`src/hw/rtl/ati_ram.sv`:
```
// Generic single-port-write, single-port-read RAM with registered read.
// No dependencies.
`timescale 1ns / 1ps

module ati_ram #(
  parameter int WIDTH = 64,
  parameter int DEPTH = 16
) (
  input  logic                     clk,
  input  logic                     we,
  input  logic [$clog2(DEPTH)-1:0] waddr,
  input  logic [WIDTH-1:0]         wdata,
  input  logic                     re,
  input  logic [$clog2(DEPTH)-1:0] raddr,
  output logic [WIDTH-1:0]         rdata
);

  logic [WIDTH-1:0] mem [DEPTH];

  always_ff @(posedge clk) begin
    if (we) begin
      mem[waddr] <= wdata;
    end
    if (re) begin
      rdata <= mem[raddr];
    end
  end

endmodule

```
`config.mk`:
```
export PLATFORM = sky130hd
export DESIGN_NAME = ati_ram
export DESIGN_NICKNAME = d
export VERILOG_FILES = /design/src/hw/rtl/ati_ram.sv
export SDC_FILE = /design/constraint.sdc
export NUM_CORES = 1
export LEC_CHECK = 0
export BUFFER_PORTS_ARGS = -buffer_cell sky130_fd_sc_hd__buf_2
export CAP_MARGIN = 10
export CORE_ASPECT_RATIO = 0.8
export CORE_MARGIN = 8
export CORE_UTILIZATION = 25
export DETAILED_ROUTE_END_ITERATION = 16
export GPL_TIMING_DRIVEN = 0
export PLACE_DENSITY = 0.46
export SLEW_MARGIN = 20
export SYNTH_ARGS = -nofsm -noshare
export SYNTH_HDL_FRONTEND = slang
export SYNTH_SLANG_ARGS = --single-unit
```
`constraint.sdc`:
```
create_clock -name clk -period 13.9 [get_ports clk]
set_input_delay 1.39 -clock clk [delete_from_list [all_inputs] [get_ports clk]]
set_output_delay 1.39 -clock clk [all_outputs]
set_load 0.02 [all_outputs]
```
Word-level counts from Yosys, hierarchy flattened
Memories as Yosys holds them, arrays and structs flattened. A register that Yosys moved wholly into a read port is not among the register bits.
Cells that the tools add are included.
{"block": "word_totals", "ff_bits": 0, "latch_bits": 0, "mem_bits_rw": 1024, "mem_bits_ro": 0, "in_bits": 75, "out_inout_bits": 64, "elab_cells": 3, "memories": 1}
{"block": "op_classes", "addsub": 0, "multipliers": 0, "div_mod_pow": 0, "order_cmp": 0, "eq_ne": 0, "shift": 0, "muxes": 2, "bitwise": 0, "reduce_logical": 0}
{"name": "mem", "words": 16, "width": 64, "read_ports": 1, "rd_ports_with_merged_regs": 1, "write_ports": 1, "line": "18", "source": "logic [WIDTH-1:0] mem [DEPTH];"}
{"cell": "2-to-1 mux 1 bit", "count": 2}

Depth between registers and ports, before layout
Gate-level depths: netlist of the first run.
{"block": "logic_depth", "word_depth": 2, "mapped_depth": 6, "depth_no_buf": 3}

Least setup slack after synthesis of the first run
Ideal clock, no wire load.
{"block": "synth_path", "kind": "input port to flip-flop", "start": "in waddr[2]", "end": "mem mem[0][0] (enable)", "setup_ps": 565, "t_arrival_ps": 6253, "t_required_ps": 13335, "slack_ps": 7081, "cell_stages": 2, "n_path_buf": 0, "cell_sequence": "or3b_2 -> nor3_1"}
{"item": "start, declared", "line": "11", "source": "input logic [$clog2(DEPTH)-1:0] waddr,"}
{"item": "end, declared", "line": "18"}
No word-level cell before the write port.

Final worst setup path of the first run
{"block": "layout_path", "start": "in waddr[2]", "end": "mem mem[8][56] (enable)"}
No word-level cell before the write port.

==> flow_summary.ini, run 1 <==
[critical_path]
cp_max_fo = 7
max_stage_delay_ns = 0.74
worstSetupPathType = input port to register
rr_worst_depth = 3
end_kind = register
cp.buffers_inverters = 6
cp-start-kind = input port
required_ns = 14.30
critPathArrivalTime_ns = 3.65
path_common_cell = buf_4
slowest_stage = nor3_2
cp_top_family = buffers and inverters
worstSetupPathDepth = 8
crit_chain = buf_2 -> nand3b_1 -> nor3_2 -> buf_6 -> buf_4 -> buf_4 -> buf_4 -> buf_6

[placed_design]
place_hpwl_um = 70500
gp_congestion = 0.678
place_area_mm2 = 0.0452
io_buffers = 136
post-place-cells = 4008

[layout]
stdcell_area_mm2 = 0.0490
fin_cells = 4222
fin_util_pct = 30.7
nets = 2071
drive_gt1_share_pct = 33.3
n_fill_cell = 15300
area_growth_syn_to_layout_pct = 21.7

[detailed_routing]
postRouteAntennaNets = 0
wl_per_cell_um = 25.3
drtIter0Drc = 1435
viasPerCell = 4.41
vias = 18600
dr.pass1.iters = 5
drt_wl_total_um = 107000
drc = 0

[grt]
grt_pass1_vias = 20000
grt_use_total_pct = 12.0
grt_pass1_wl_um = 151000
overflow = 0
antenna_found_initial = 32
grt_max_degree = 34

[cts]
cts_tree = done
clk_transition_reported_paths_ns = 0.06
cts.path.max_buffers = 3
post_cts_buffers = 0
cts_hold_buf = 0
clock_sinks = 1088
cts_buffers = 114
cts_resized = 0
cts_max_level = 3
worstSkewPairLatency_ns = 0.70
cts-root-buf = clkbuf_16

[floorplanning]
core_region_area_mm2 = 0.160
initial_core_util_pct = 25.2
ioPinCount = 139
die_h_um = 375
die-area_mm2 = 0.174
num_rows = 131
dieWidth_um = 464

[synthesis]
synth_common_cells = edfxtp_1, mux4_2, a22oi_1
ys_seq_elements = 1088
synthCells = 1647
synth_top_area_cell = edfxtp_1
synth_edf_count = 1088
yosysSeqAreaShare_pct = 81.2
netlist_area_mm2 = 0.0402
synthFlopType = edfxtp_1
ys_async_sr_fraction_pct = 0
yosysMostFrequentCell = edfxtp_1
synth.area.top_cells = edfxtp_1, mux4_2, a22oi_1, nand2_1, buf_6
ys_types = 17
syn-mean-instance-area_um2 = 24.4
synth_top_area_share_pct = 81.2
ys_warn_count = 0
synth_fp_nets = 1722

[sta]
clock_skew_ns = 0.0216
grt_setup_unrepaired = no
fmax_mhz = 308
hold_viol_final = 0
period_needed_ns = 3.25
setup_tns_ns = 0
worst_pin_slew_ns = 1.12
final.period_utilization_pct = 23.4
setup_viol_count_final = 0
slew_viol_final = 0
slew_headroom_pct = 25.1

[power_and_ir_drop]
pwr-share-seq_pct = 52.0
swShare_pct = 20.7
power_per_cell_area_mw_per_mm2 = 146
switching_power_mw = 1.48
p_clk_share_pct = 42.8
power_mw = 7.15
power_frac_comb_pct = 5.2
p_int_mw = 5.67
power_leakage_nw = 15.4
peakVddDrop_mv = 0.0996

[min_path]
min_path_type = register to register
min_path_cells = 3

[status]
status = completed

[job]
max_cap_viol_count = 0
==> flip-flops by register name, indices dropped and copies added, names as in the netlist <==
signal	flops
mem	1024
rdata	64
==> power groups by stage <==
stage	combinational, mW	clock (mW)	sequential (mW)
after global placement	0.359	0	3.79
final	0.373	3.06	3.72
after global routing	0.403	3.25	3.72
after CTS	0.387	3.15	3.72
after detailed placement	0.385	0	3.79
after floorplan	0.175	0	3.80
==> cell type report <==
type                            instances  area [um2]  area share (%)
Antenna cell                           12        30.0          0.0613
Buffer                                 84         452           0.922
Clock buffer                          134        2990            6.11
Clock inverter                         68         748            1.53
Multi-Input combinational cell        475        7210            14.7
Sequential cell                      1088       32700            66.7
Tap cell                             2128        2660            5.44
Timing Repair Buffer                  233        2200            4.49
==> cell families after synthesis <==
family | count (synthesis) | synth area share [%]
DFF | 1088 | 81.2
muxes | 256 | 14.3
and+or+nand+nor | 91 | 0.927
buffers and inverters | 84 | 1.12
AOI/OAI and AO/OA | 128 | 2.39
==> layout by cell type (no fill, tap or decap), drive strengths merged <==
cell type  instances
inv                3
a22oi            128
mux4             256
buf              281
or3b               1
nand2             65
clkinvlp           2
nor2              13
diode             12
nor3               4
edfxtp          1088
nand2b             2
clkbuf           170
nor2b              2
clkinv            46
nand3b             2
and2               1
bufinv            17
nand3              1
==> path summary, 6_finish.rpt <==
kind	startpoint	to	slack, ns
max	waddr[2]	mem[8][56]	10.65
min	mem[14][40]	rdata[40]	0.75
max reg2reg	mem[11][61]	rdata[61]	12.27
min reg2reg	mem[14][40]	rdata[40]	0.75
==> per-layer routing <==
metal  track usage [%]  part of all wire (%)
met1              14.9                    41
met2              21.2                    51
met3              2.83                   5.3
met4              3.07                   2.6
met5                 0                  0.11
==> per-stage QoR <==
step           hold WS, ns  setup slack (ns)
2_1_floorplan        0.710              7.08
3_3_place_gp         0.748             0.405
3_5_place_dp         0.741              9.92
4_1_cts              0.754             10.65
5_1_grt              0.779             10.57
6_report             0.754             10.65
==> worst min-delay path: stages (launching register included) <==
cell and delay [ns]:
edfxtp_1 0.31, mux4_2 0.22, a22oi_1 0.06, nand2_1 0.06
(Power assumes the default switching activity.)
==> inputs of run 2 (changes only) <==
==> constraint.sdc (replaced) <==
create_clock -name clk -period 3.3 [get_ports clk]
set_input_delay 0.33 -clock clk [delete_from_list [all_inputs] [get_ports clk]]
set_output_delay 0.33 -clock clk [all_outputs]
set_load 0.02 [all_outputs]
==> run 2 against run 1 <==
Critical path depth shrank 2. Core utilization grew 0.52 points. Setup slack lost 9.3 ns. Global-route usage is essentially flat. Clock power grew to 4.2 times the previous value. Critical endpoint is now rdata[47].
==> flow_summary.ini, run 2 (same netlist as run 1, synthesis figures left out) <==
[placed_design]
post-place-cells = 3988
io_buffers = 136
place_hpwl_um = 71000
gp_congestion = 0.674

[layout]
area_growth_syn_to_layout_pct = 23.8
drive_gt1_share_pct = 32.2
fin_util_pct = 31.2
top_regs = mem (1024), rdata (64)
nets = 2116
layout_common_cells = edfxtp_1, mux4_2, buf_2
largest_register_ffs = 1024
n_fill_cell = 15300
fin_cells = 4278
largest-register = mem
mostFrequentLayoutCell = edfxtp_1

[min_path]
min_path_type = input port to register
holdPathEnd = mem[15][38]
worstHoldStart = wdata[38]
min_path_cells = 1

[critical_path]
cp-start-kind = input port
reg2reg_setup_slack_ns = 1.71
timing.rr.start = mem[3][47]
slowest_stage = clkbuf_1
max_stage_delay_ns = 0.73
crit_chain = buf_2 -> nor2b_1 -> clkbuf_1 -> clkbuf_1 -> a22oi_1 -> nand2_1
path_common_cell = clkbuf_1
critPathArrivalTime_ns = 2.49
worstSetupPathType = input port to register
rr_worst_depth = 3
cp_max_fo = 10
r2r-end = rdata[47]
end_kind = register
required_ns = 3.79

[cts]
post_cts_buffers = 0
clk_transition_reported_paths_ns = 0.06
clock_sinks = 1088
cts_buffers = 117
cts_max_level = 3
worstSkewPairLatency_ns = 0.70
cts-root-buf = clkbuf_16
cts_resized = 0
cts.path.max_buffers = 3
cts_tree = done

[detailed_routing]
dr.pass1.iters = 5
drc = 0
viasPerCell = 4.36
drtIter0Drc = 1574
wl_per_cell_um = 24.9
drt_wl_total_um = 106000
postRouteAntennaNets = 0
vias = 18700

[grt]
overflow = 0
grt_max_degree = 35
grt_use_total_pct = 12.0
antenna_found_initial = 17
grt_pass1_wl_um = 152000
grt_pass1_vias = 20400

[floorplanning]
initial_core_util_pct = 25.2
ioPinCount = 139
dieWidth_um = 464
num_rows = 131
die_h_um = 375
die-area_mm2 = 0.174
core_region_area_mm2 = 0.160

[power_and_ir_drop]
power_per_cell_area_mw_per_mm2 = 609
power_mw = 30.3
power_leakage_nw = 15.7
peakVddDrop_mv = 0.471

[sta]
fmax_mhz = 500
slew_viol_final = 0
hold_viol_final = 0
period_needed_ns = 2.00
final.period_utilization_pct = 60.6
worst_pin_slew_ns = 1.06
clock_skew_ns = 0.0174
slew_headroom_pct = 29.1
setup_viol_count_final = 0
grt_setup_unrepaired = no

[status]
status = completed

[job]
max_cap_viol_count = 0
-- run 2: cell types whose count changed in the layout (fill, tap and decap cells not counted), sizes merged --
| cell | delta |
|---|---|
| clkinv | +14 |
| bufinv | -3 |
| clkbuf | +2 |
| dlygate4sd3 | +62 |
| buf | -20 |
| clkinvlp | +3 |
| diode | -4 |
| inv | +2 |
-- run 2: layout make-up --
type                            count  area (um2)  area share (%)
Sequential cell                  1088       32700            65.6
Multi-Input combinational cell    475        7240            14.5
Clock buffer                      136        3060            6.15
Timing Repair Buffer              275        2910            5.84
Tap cell                         2128        2660            5.35
Clock inverter                     84         776            1.56
Buffer                             84         452           0.907
Antenna cell                        8        20.0          0.0402
-- run 2: stage by stage --
stage               hold WS (ns)  instance area (um2)  setup slack [ns]  setup TNS, ns
floorplan                  0.429                40300            -0.724        -171.01
global placement           0.686                43600             -4.77       -2619.61
detailed placement         0.713                45300             0.605              0
CTS                      0.00694                49800              1.35              0
global route              0.0217                49800              1.25              0
finish                    0.0369                49800              1.30              0
-- run 2: report_power, final --
group          internal, mW  switching, mW  total, mW
Sequential             15.6         0.0811       15.7
Clock                  7.70           5.32       13.0
Combinational         0.642           1.00       1.65
Total                  23.9           6.40       30.3
-- run 2: layer usage --
metal  up-vias  GRT usage [%]  wire length (um)
met5         -              0                23
met4         4           2.90              2590
met1     10100           15.3             45200
met3       170           2.24              4530
li1       7965              -                 -
met2       439           21.1             54100
-- run 2: worst max path at each step --
| stage | from | end | slack (ns) | cells past startpoint |
|---|---|---|---|---|
| 4_1_cts | raddr[3] | rdata[13] | 1.35 | 6 |
| 5_1_grt | raddr[3] | rdata[47] | 1.25 | 6 |
| 2_1_floorplan | waddr[2] | mem[1][0] | -0.72 | 2 |
| 3_3_place_gp | waddr[2] | mem[3][9] | -4.77 | 3 |
| 3_5_place_dp | raddr[3] | rdata[13] | 0.61 | 6 |
| 6_report | raddr[3] | rdata[47] | 1.30 | 6 |
-- run 2: what timing repair did --
action,in CTS,in global routing
setup endpoints to repair,0,0
hold buffers,62,0
hold endpoints to repair,969,0
-- run 2: critical path, delay by kind of cell --
kind | cells | cell delay, ns
buf+inv | 3 | 1.55
compound gates | 1 | 0.20
simple gates | 2 | 0.39
